$ cat config.mk
export PLATFORM = sky130hd
export DESIGN_NAME = key_to_mux_select_decode
export DESIGN_NICKNAME = d
export VERILOG_FILES = /design/src/design/kmsd_pkg.sv /design/src/design/key_to_mux_select_decode.sv
export SDC_FILE = /design/constraint.sdc
export NUM_CORES = 1
export LEC_CHECK = 0
export ABC_AREA = 0
export BUFFER_PORTS_ARGS = -buffer_cell sky130_fd_sc_hd__buf_2
export CAP_MARGIN = 20
export CORE_ASPECT_RATIO = 1.4
export CORE_MARGIN = 3
export CORE_UTILIZATION = 25
export CTS_CLUSTER_DIAMETER = 60
export DETAILED_ROUTE_END_ITERATION = 7
export GPL_ROUTABILITY_DRIVEN = 0
export SYNTH_ARGS = -nofsm -noshare
export SYNTH_HDL_FRONTEND = slang
export SYNTH_SLANG_ARGS = --single-unit
$ cat constraint.sdc
create_clock -name clk -period 6.6 [get_ports clk]
set_input_delay 0.66 -clock clk [delete_from_list [all_inputs] [get_ports clk]]
set_output_delay 0.66 -clock clk [all_outputs]
set_load 0.1 [all_outputs]
$ cat src/design/kmsd_pkg.sv
// kmsd_pkg: shared constants for the key to mux select decoder.
// Sizes of the board and top mux tree, field widths and register indexes.
// No dependencies.
`default_nettype none

package kmsd_pkg;

  // Tree shape
  localparam int MUXES_PER_BOARD = 4;
  localparam int TOP_MUXES       = 2;
  localparam int SELECT_LINES    = 4;
  localparam int KEY_BITS        = 12;

  // Register file layout: four child counts, then two top counts
  localparam int KPM_REGS = 4;
  localparam int MPT_REGS = 2;
  localparam int KPM_USED = (MUXES_PER_BOARD < KPM_REGS) ? MUXES_PER_BOARD : KPM_REGS;
  localparam int MPT_USED = (TOP_MUXES < MPT_REGS) ? TOP_MUXES : MPT_REGS;

  localparam int CFG_IDX_W = 3;
  localparam int CNT_W     = 5;

  localparam logic [CFG_IDX_W-1:0] CFG_KPM_BASE = 3'd0;
  localparam logic [CFG_IDX_W-1:0] CFG_MPT_BASE = 3'd4;

  // Internal widths
  localparam int SUM_W  = CNT_W + $clog2(MUXES_PER_BOARD);
  localparam int REM_W  = SUM_W;
  localparam int TCUM_W = CNT_W + $clog2(TOP_MUXES);
  localparam int CMUX_W = (MUXES_PER_BOARD > 1) ? $clog2(MUXES_PER_BOARD) : 1;
  localparam int TMUX_W = (TOP_MUXES > 1) ? $clog2(TOP_MUXES) : 1;
  localparam int G_W    = KEY_BITS + CMUX_W;

  // Result field widths
  localparam int IN_W  = 4;
  localparam int SEL_W = 4;

  localparam logic [SEL_W-1:0] SEL_MASK = SEL_W'((1 << SELECT_LINES) - 1);

endpackage : kmsd_pkg

`default_nettype wire

$ cat src/design/key_to_mux_select_decode.sv
// key_to_mux_select_decode: pipelined key to board / child mux / top mux decoder.
// Depends on kmsd_pkg for tree sizes, widths and register indexes.
`default_nettype none

// Usage
// - Request channel: key_number is taken at a rising edge with start high and
//   busy low. busy is only high during reset, so a request may be issued on
//   every cycle.
// - Configuration: cfg_index / cfg_data written when cfg_valid and cfg_ready
//   are both high. Indexes 0..3 are keys per child mux, 4..5 child muxes per
//   top mux; other indexes are dropped. Write only while no request is in
//   flight.
// - Results: all result ports change together and done is high for exactly
//   one cycle; the receiver takes the result in that cycle and cannot stall.
// - Pipeline: the input register loads on the accepting edge, then one stage
//   per quotient bit of the restoring divider (12), the child mux search stage,
//   and the top mux search feeding the result register, which raises done.
//   Throughput is one request per cycle outside reset; the divider stages set
//   the depth.
// - Reset clears the count registers to zero and empties the pipeline;
//   requests in flight are dropped.
// - A negative key, an all-zero child count set or a failed child search give
//   key_found/top_found low and all-ones select lines; a failed top search does that for top only.

module key_to_mux_select_decode (
  input  wire logic                            clk,
  input  wire logic                            rst,
  input  wire logic                            start,
  output      logic                            busy,
  input  wire logic signed [kmsd_pkg::KEY_BITS:0] key_number,
  input  wire logic                            cfg_valid,
  output      logic                            cfg_ready,
  input  wire logic [kmsd_pkg::CFG_IDX_W-1:0]  cfg_index,
  input  wire logic [kmsd_pkg::CNT_W-1:0]      cfg_data,
  output      logic                            done,
  output      logic                            key_found,
  output      logic [kmsd_pkg::KEY_BITS-1:0]   board_index,
  output      logic [kmsd_pkg::CMUX_W-1:0]     child_mux_index,
  output      logic [kmsd_pkg::IN_W-1:0]       child_input,
  output      logic                            top_found,
  output      logic [kmsd_pkg::TMUX_W-1:0]     top_mux_index,
  output      logic [kmsd_pkg::IN_W-1:0]       top_input,
  output      logic [kmsd_pkg::SEL_W-1:0]      child_select_lines,
  output      logic [kmsd_pkg::SEL_W-1:0]      top_select_lines
);
  import kmsd_pkg::*;

  // Count registers
  logic [CNT_W-1:0] kpm [MUXES_PER_BOARD];
  logic [CNT_W-1:0] mpt [TOP_MUXES];

  // Keys per board; the user must change counts only while the pipe is empty, the block does not enforce it
  logic [SUM_W-1:0] sum;

  // Divider pipe: stage 0 is the input register, stage k has k quotient bits
  logic                dvld [0:KEY_BITS];
  logic                dok  [0:KEY_BITS];
  logic [REM_W-1:0]    drem [0:KEY_BITS];
  logic [KEY_BITS-1:0] dkey [0:KEY_BITS];
  logic [KEY_BITS-1:0] dquo [0:KEY_BITS];

  logic [REM_W-1:0]    drem_next [1:KEY_BITS];
  logic [KEY_BITS-1:0] dkey_next [1:KEY_BITS];
  logic [KEY_BITS-1:0] dquo_next [1:KEY_BITS];

  // Child search stage
  logic                c_vld;
  logic                c_kf;
  logic [KEY_BITS-1:0] c_board;
  logic [CMUX_W-1:0]   c_cmux;
  logic [IN_W-1:0]     c_cin;

  logic                c_kf_next;
  logic [CMUX_W-1:0]   c_cmux_next;
  logic [IN_W-1:0]     c_cin_next;

  // Top search
  logic                tf_next;
  logic [TMUX_W-1:0]   tmux_next;
  logic [IN_W-1:0]     tin_next;

  assign busy      = rst;
  assign cfg_ready = ~rst;

  // ---------------------------------------------------------------------------
  // Configuration
  // ---------------------------------------------------------------------------
  always_ff @(posedge clk) begin
    if (rst) begin
      for (int i = 0; i < MUXES_PER_BOARD; i++) kpm[i] <= '0;
      for (int i = 0; i < TOP_MUXES; i++) mpt[i] <= '0;
    end else if (cfg_valid && cfg_ready) begin
      for (int i = 0; i < KPM_USED; i++) begin
        if (cfg_index == CFG_KPM_BASE + CFG_IDX_W'(i)) kpm[i] <= cfg_data;
      end
      for (int i = 0; i < MPT_USED; i++) begin
        if (cfg_index == CFG_MPT_BASE + CFG_IDX_W'(i)) mpt[i] <= cfg_data;
      end
    end
  end

  always_comb begin
    sum = '0;
    for (int i = 0; i < MUXES_PER_BOARD; i++) sum = sum + SUM_W'(kpm[i]);
  end

  // ---------------------------------------------------------------------------
  // Restoring divider, one quotient bit per stage (MSB first)
  // ---------------------------------------------------------------------------
  always_comb begin
    logic [REM_W:0] t;
    logic           ge;
    for (int k = 0; k < KEY_BITS; k++) begin
      t  = {drem[k], dkey[k][KEY_BITS-1]};
      ge = (t >= (REM_W+1)'(sum));
      drem_next[k+1] = ge ? REM_W'(t - (REM_W+1)'(sum)) : REM_W'(t);
      dkey_next[k+1] = {dkey[k][KEY_BITS-2:0], 1'b0};
      dquo_next[k+1] = {dquo[k][KEY_BITS-2:0], ge};
    end
  end

  always_ff @(posedge clk) begin
    if (rst) begin
      for (int k = 0; k <= KEY_BITS; k++) dvld[k] <= 1'b0;
    end else begin
      dvld[0] <= start && !busy;
      for (int k = 1; k <= KEY_BITS; k++) dvld[k] <= dvld[k-1];
    end
  end

  always_ff @(posedge clk) begin
    dok[0]  <= ~key_number[KEY_BITS];
    dkey[0] <= key_number[KEY_BITS-1:0];
    drem[0] <= '0;
    dquo[0] <= '0;
    for (int k = 1; k <= KEY_BITS; k++) begin
      dok[k]  <= dok[k-1];
      drem[k] <= drem_next[k];
      dkey[k] <= dkey_next[k];
      dquo[k] <= dquo_next[k];
    end
  end

  // ---------------------------------------------------------------------------
  // Child mux search: first mux whose cumulative count passes the remainder
  // ---------------------------------------------------------------------------
  always_comb begin
    logic [SUM_W-1:0] cum;
    logic [SUM_W-1:0] nxt;
    logic             hit;
    cum         = '0;
    hit         = 1'b0;
    c_cmux_next = '0;
    c_cin_next  = '0;
    for (int i = 0; i < MUXES_PER_BOARD; i++) begin
      nxt = cum + SUM_W'(kpm[i]);
      if (!hit && (drem[KEY_BITS] < nxt)) begin
        hit         = 1'b1;
        c_cmux_next = CMUX_W'(i);
        c_cin_next  = IN_W'(drem[KEY_BITS] - cum);
      end
      cum = nxt;
    end
    c_kf_next = dok[KEY_BITS] && (sum != '0) && hit;
  end

  always_ff @(posedge clk) begin
    if (rst) begin
      c_vld <= 1'b0;
    end else begin
      c_vld <= dvld[KEY_BITS];
    end
  end

  always_ff @(posedge clk) begin
    c_kf    <= c_kf_next;
    c_board <= c_kf_next ? dquo[KEY_BITS] : '0;
    c_cmux  <= c_kf_next ? c_cmux_next : '0;
    c_cin   <= c_kf_next ? c_cin_next : '0;
  end

  // ---------------------------------------------------------------------------
  // Top mux search on the global mux index
  // ---------------------------------------------------------------------------
  always_comb begin
    logic [G_W-1:0]    g;
    logic [TCUM_W-1:0] cum;
    logic [TCUM_W-1:0] nxt;
    logic              hit;
    g         = G_W'(c_board) * G_W'(MUXES_PER_BOARD) + G_W'(c_cmux);
    cum       = '0;
    hit       = 1'b0;
    tmux_next = '0;
    tin_next  = '0;
    for (int i = 0; i < TOP_MUXES; i++) begin
      nxt = cum + TCUM_W'(mpt[i]);
      if (!hit && (g < G_W'(nxt))) begin
        hit       = 1'b1;
        tmux_next = TMUX_W'(i);
        tin_next  = IN_W'(g - G_W'(cum));
      end
      cum = nxt;
    end
    tf_next = c_kf && hit;
  end

  // ---------------------------------------------------------------------------
  // Result register
  // ---------------------------------------------------------------------------
  always_ff @(posedge clk) begin
    if (rst) begin
      done <= 1'b0;
    end else begin
      done <= c_vld;
    end
  end

  always_ff @(posedge clk) begin
    key_found          <= c_kf;
    board_index        <= c_board;
    child_mux_index    <= c_cmux;
    child_input        <= c_cin;
    top_found          <= tf_next;
    top_mux_index      <= tf_next ? tmux_next : '0;
    top_input          <= tf_next ? tin_next : '0;
    child_select_lines <= c_kf ? (SEL_W'(c_cin) & SEL_MASK) : SEL_MASK;
    top_select_lines   <= tf_next ? (SEL_W'(tin_next) & SEL_MASK) : SEL_MASK;
  end

endmodule : key_to_mux_select_decode

`default_nettype wire
## After elaboration in Yosys (flattened, before gate mapping)

Memories as Yosys holds them, arrays and structs flattened. A register that Yosys moved wholly into a read port is not among the register bits.
Index checks and enable logic that the tools add are counted.

- Output and inout bits: 36
- Register bits: 41
- Memory bits (writable): 459
- Memories kept: 7
- Input bits: 25

Memory list:

| memory | depth | width | read ports | clocked after memory_dff | write ports | line | source |
|---|---|---|---|---|---|---|---|
| dkey | 13 | 12 | 12 | 0 | 13 | key_to_mux_select_decode.sv:59 | `logic [KEY_BITS-1:0] dkey [0:KEY_BITS];` |
| dquo | 13 | 12 | 13 | 1 | 13 | key_to_mux_select_decode.sv:60 | `logic [KEY_BITS-1:0] dquo [0:KEY_BITS];` |
| drem | 13 | 7 | 13 | 0 | 13 | key_to_mux_select_decode.sv:58 | `logic [REM_W-1:0] drem [0:KEY_BITS];` |
| kpm | 4 | 5 | 4 | 0 | 4 | key_to_mux_select_decode.sv:49 | `logic [CNT_W-1:0] kpm [MUXES_PER_BOARD];` |
| dok | 13 | 1 | 13 | 0 | 13 | key_to_mux_select_decode.sv:57 | `logic dok [0:KEY_BITS];` |
| dvld | 13 | 1 | 13 | 1 | 13 | key_to_mux_select_decode.sv:56 | `logic dvld [0:KEY_BITS];` |
| 1 more memories | n/a | n/a | n/a | n/a | n/a | n/a |  |

- Multiplexer cells: 74
- Magnitude comparators: 18
- Add/sub/neg operators: 21
- Reduce and logical (&&, ||, !) cells: 17
- Equal/unequal tests: 5
- Bitwise logic cells: 21

Operators with widths:

| cell | count |
|---|---|
| greater-or-equal comparator 8 x 7 -> 1 bit | 12 |
| two-way mux 7 bit | 12 |
| subtractor 7 bit | 12 |
| two-way mux 1 bit | 48 |
| two-way mux 5 bit | 6 |
| two-way mux 4 bit | 6 |
| bitwise OR 1 bit | 19 |
| subtractor 4 bit | 4 |
| adder 14 x 2 -> 14 bit | 1 |
| less-than comparator 14 x 5 -> 1 bit | 1 |
| less-than comparator 14 x 6 -> 1 bit | 1 |
| less-than comparator 7 bit | 2 |
| adder 5 x 5 -> 6 bit | 2 |
| logical AND 1 bit | 9 |
| adder 6 x 5 -> 7 bit | 1 |
| adder 7 x 5 -> 7 bit | 1 |
| less-than comparator 7 x 5 -> 1 bit | 1 |
| less-than comparator 7 x 6 -> 1 bit | 1 |
| nonzero test 7 bit | 1 |
| equality test 3 x 2 -> 1 bit (second input constant) | 2 |
| equality test 3 bit (second input constant) | 2 |
| logical NOT 1 bit | 6 |
| two-way mux 2 bit | 2 |
| equality test 3 x 1 -> 1 bit (second input constant) | 1 |
| 2 further kinds | 3 |

## Longest topological paths before layout

An unclocked memory read counts as a cell.

- Depth in word-level cells: 14
- Depth in mapped cells: 22

## Worst setup path after synthesis

OpenSTA, ideal clock, no wires.

- Kind: register to register
- From: memory kpm[0][0]
- To: memory drem[0][30] (netlist bit)
- Arrival: 4.750 ns
- Data required time: 6.468 ns
- Path slack: 1.718 ns
- Stages on the path, launching flop included: 21
- Path buffers: 1
- Cell sequence: edfxtp_1 > ha_1 > inv_1 > fa_1 > inv_1 > fa_1 > xor2_1 > ha_1 > nor2b_1 > o21ai_0 > nand2b_1 > xnor2_1 > ha_1 > o21ai_0 > o21bai_1 > a31o_2 > a311oi_1 > nand4b_1 > clkbuf_1 > nor2_1 > a21oi_1

RTL lines:

| element | line |
|---|---|
| from (decl) | key_to_mux_select_decode.sv:49 |
| to (decl) | key_to_mux_select_decode.sv:58 |

==> results.md <==
- Pre-CTS WS: 0.685 ns
- Synth async-reset ratio: 0
- Syn. warnings: 0
- Iteration-0 DRC Markers: 294
- Slowest stage delay, CP: 0.87 ns
- Crit. End Element: flip-flop
- Die Ht: 286 um
- FMAX: 171 MHz
- Synth Instances: 1,229
- Vias per inst: 4.30
- Final setup viols: 0
- Final hold viol count: 0
- Endpoint arrival time on the critical path: 6.28 ns
- Area leader, netlist: dfxtp_1
- Drt drc: 0
- Post-CTS Setup Inserts: 0
- # nets final: 1,490
- Reg clk slew, reported paths: 0.06 ns
- Wirelength per Cell: 13.8 um
- Syn nets: 1,392
- Post-CTS Hold Fix Bufs: 0
- Clock Sinks: 350
- Main area contributors after synthesis: dfxtp_1 46%, ha_1 11%, edfxtp_1 6.4%
- Largest net degree at the start of global routing: 24
- Detail Route Antenna Nets: 0
- Number of synthesized register bits: 350
- IO Count: 61
- CTS H-tree depth: 2
- WS Path Type: reg -> reg
- Die ar.: 58,800 sq um
- Slew Viols, Final: 0
- CP Max Fanout: 13
- Via count: 8,944
- RSZ-0062 raised after global routing: no
- Worst hold margin: 0.226 ns
- Initial Util: 0.255
- WP data required: 7.02 ns
- Critical path's top delay family: adder cells
- Vias in the first global route: 9,404
- Synth top area share: 0.458
- Period utilization: 0.888
- Core footprint: 54,700 sq um
- Clk Latency, worst-skew pair: 0.54 ns
- Slew @ Worst Pin: 1.12 ns
- Worst path cell trace: ha_1 -> inv_1 -> fa_1 -> inv_1 -> fa_1 -> xor2_1 -> ha_1 -> nor2b_1 -> o21ai_0 -> nand2b_1 -> xnor2_1 -> ha_1 -> o21ai_0 -> o21bai_1 -> a31o_2 -> a311oi_1 -> nand4b_1 -> mux2_2
- # port buffers: 60
- Total wire length: 28,600 um
- Grt total ovfl: 0
- Post-synth EDFFs: 30
- TritonCTS clock tree: done
- Dpl hpwl: 21,000 um
- Ys flop type: dfxtp_1
- # diodes: 0
- Resize count post-CTS: 0
- Slew HR: 0.247
- Top cell by count, worst path: ha_1
- Tightest Hold Check Type: in -> reg
- DRT Pass-1 Iters: 4
- Placed instance area: 15,200 sq um
- Finished layout cell area: 16,500 sq um
- Sequential-to-total area share from yosys stat: 0.523
- Yosys cell types: 73
- Area grow syn2layout: 18.3%
- Total GRT Usage: 0.0983
- FP Rows: 101
- CTS root buf: clkbuf_16
- Post-Syn Area per Cell: 11.4 sq um
- Layout cells sized above 1: 0.139
- Setup ws final: 0.739 ns
- Crit path buffers/inverters: 2
- TritonCTS Buffers: 40
- Layout Skew: 0.0231 ns
- Setup TNS: 0 ns
- Initial antenna violation count: 0
- Synth Cell Area: 14,000 sq um
- Critical path's slowest cell: xnor2_1
- Status: finished, final reports clean
- Clock period minus worst slack: 5.86 ns
- Max clock buf depth: 3
- First-pass GRT wire length: 47,000 um
- Max-Cap Viols: 0
- Die Width: 206 um
- Crit start category: flip-flop
cells in the final DEF (no fill, tap or decap), drive strengths merged, types with 4 or more instances in the layout:
| master | n |
|---|---|
| nand4 | 10 |
| or2 | 4 |
| o21ai | 53 |
| nor2 | 72 |
| inv | 87 |
| clkinv | 11 |
| nand2 | 54 |
| fa | 19 |
| and3b | 4 |
| clkbuf | 48 |
| o31ai | 12 |
| a311o | 4 |
| nor2b | 39 |
| edfxtp | 30 |
| nor4 | 9 |
| xor2 | 19 |
| ha | 119 |
| and3 | 6 |
| o21a | 4 |
| mux2 | 38 |
| dfxtp | 320 |
| clkinvlp | 4 |
| a211oi | 9 |
| nor3b | 7 |
| a21o | 27 |
| a21boi | 14 |
| nor3 | 16 |
| o2111ai | 4 |
| and2 | 45 |
| a311oi | 6 |
| mux2i | 9 |
| a21oi | 63 |
| nand2b | 18 |
| nand3 | 13 |
| buf | 70 |
| xnor2 | 48 |
final timing paths:
| path | start | endpoint | slack, ns | depth (start not counted) |
|---|---|---|---|---|
| setup / recovery | kpm[0][0]$_SDFFCE_PN0P_ | drem[0][29]$_DFF_P_ | 0.74 | 18 |
| setup reg to reg | kpm[0][0]$_SDFFCE_PN0P_ | drem[0][29]$_DFF_P_ | 0.74 | 18 |
| hold reg to reg | dquo[4][0]$_DFF_P_ | dquo[5][1]$_DFF_P_ | 0.31 | 0 |
| hold / removal | key_number[7] | dkey[0][7]$_DFF_P_ | 0.23 | 1 |
cell families after synthesis:
group                      synth area share
muxes                                0.0371
adders and majority gates             0.135
xor gates and xnor gates             0.0420
and+or+nand+nor                       0.125
buffers and inverters                0.0274
AOI/OAI and AO/OA                     0.110
DFF                                   0.523
area by class of cell:
cell class | count | area, sq um
multi-input cells | 784 | 6300
fillers | 5523 | 38200
well taps | 721 | 902
flip-flops and latches | 350 | 7310
repair buffers | 70 | 379
inverters | 81 | 304
clock inverters | 24 | 256
clock buffers | 48 | 1090
synthesized netlist by cell type, types with 6 or more instances:
cell,n
edfxtp_1,30
nand4_1,10
and2_1,45
nor2_1,63
xor2_1,19
dfxtp_1,320
o21ai_0,47
nor2b_1,39
a21o_1,27
nor4_1,8
mux2_1,37
xnor2_1,48
buf_2,6
inv_1,80
nand2_1,54
o31ai_2,9
nand2b_1,18
fa_1,19
nand3_1,13
mux2i_1,9
a211oi_1,9
ha_1,119
a21boi_0,14
nor3_1,14
a21oi_1,63
routing by layer:
metal,track usage,share of wire
met5,0,0
met4,0.0455,0.041
met3,0.0190,0.044
met2,0.184,0.53
met1,0.105,0.39
per-stage QoR:
step / utilization / cells
floorplan: - / 1229
global placement: 0.277 / 2005
detailed placement: 0.277 / 2005
CTS: 0.302 / 2077
global route: 0.302 / 2078
finish: 0.302 / 2078
registers in the layout, indices dropped and copies added (netlist names), 2 cells and up:
name                cells
kpm                    20
board_index            12
c_board                12
drem                   84
mpt                    10
child_mux_index         2
c_cin                   4
dquo                   78
dok                    13
top_select_lines        4
dvld                   13
dkey                   78
top_input               4
child_select_lines      4
c_cmux                  2
child_input             4
Power is left out: the tool's default activity adds up to more than one toggle a clock period on the data nets, which glitch-free logic cannot reach.
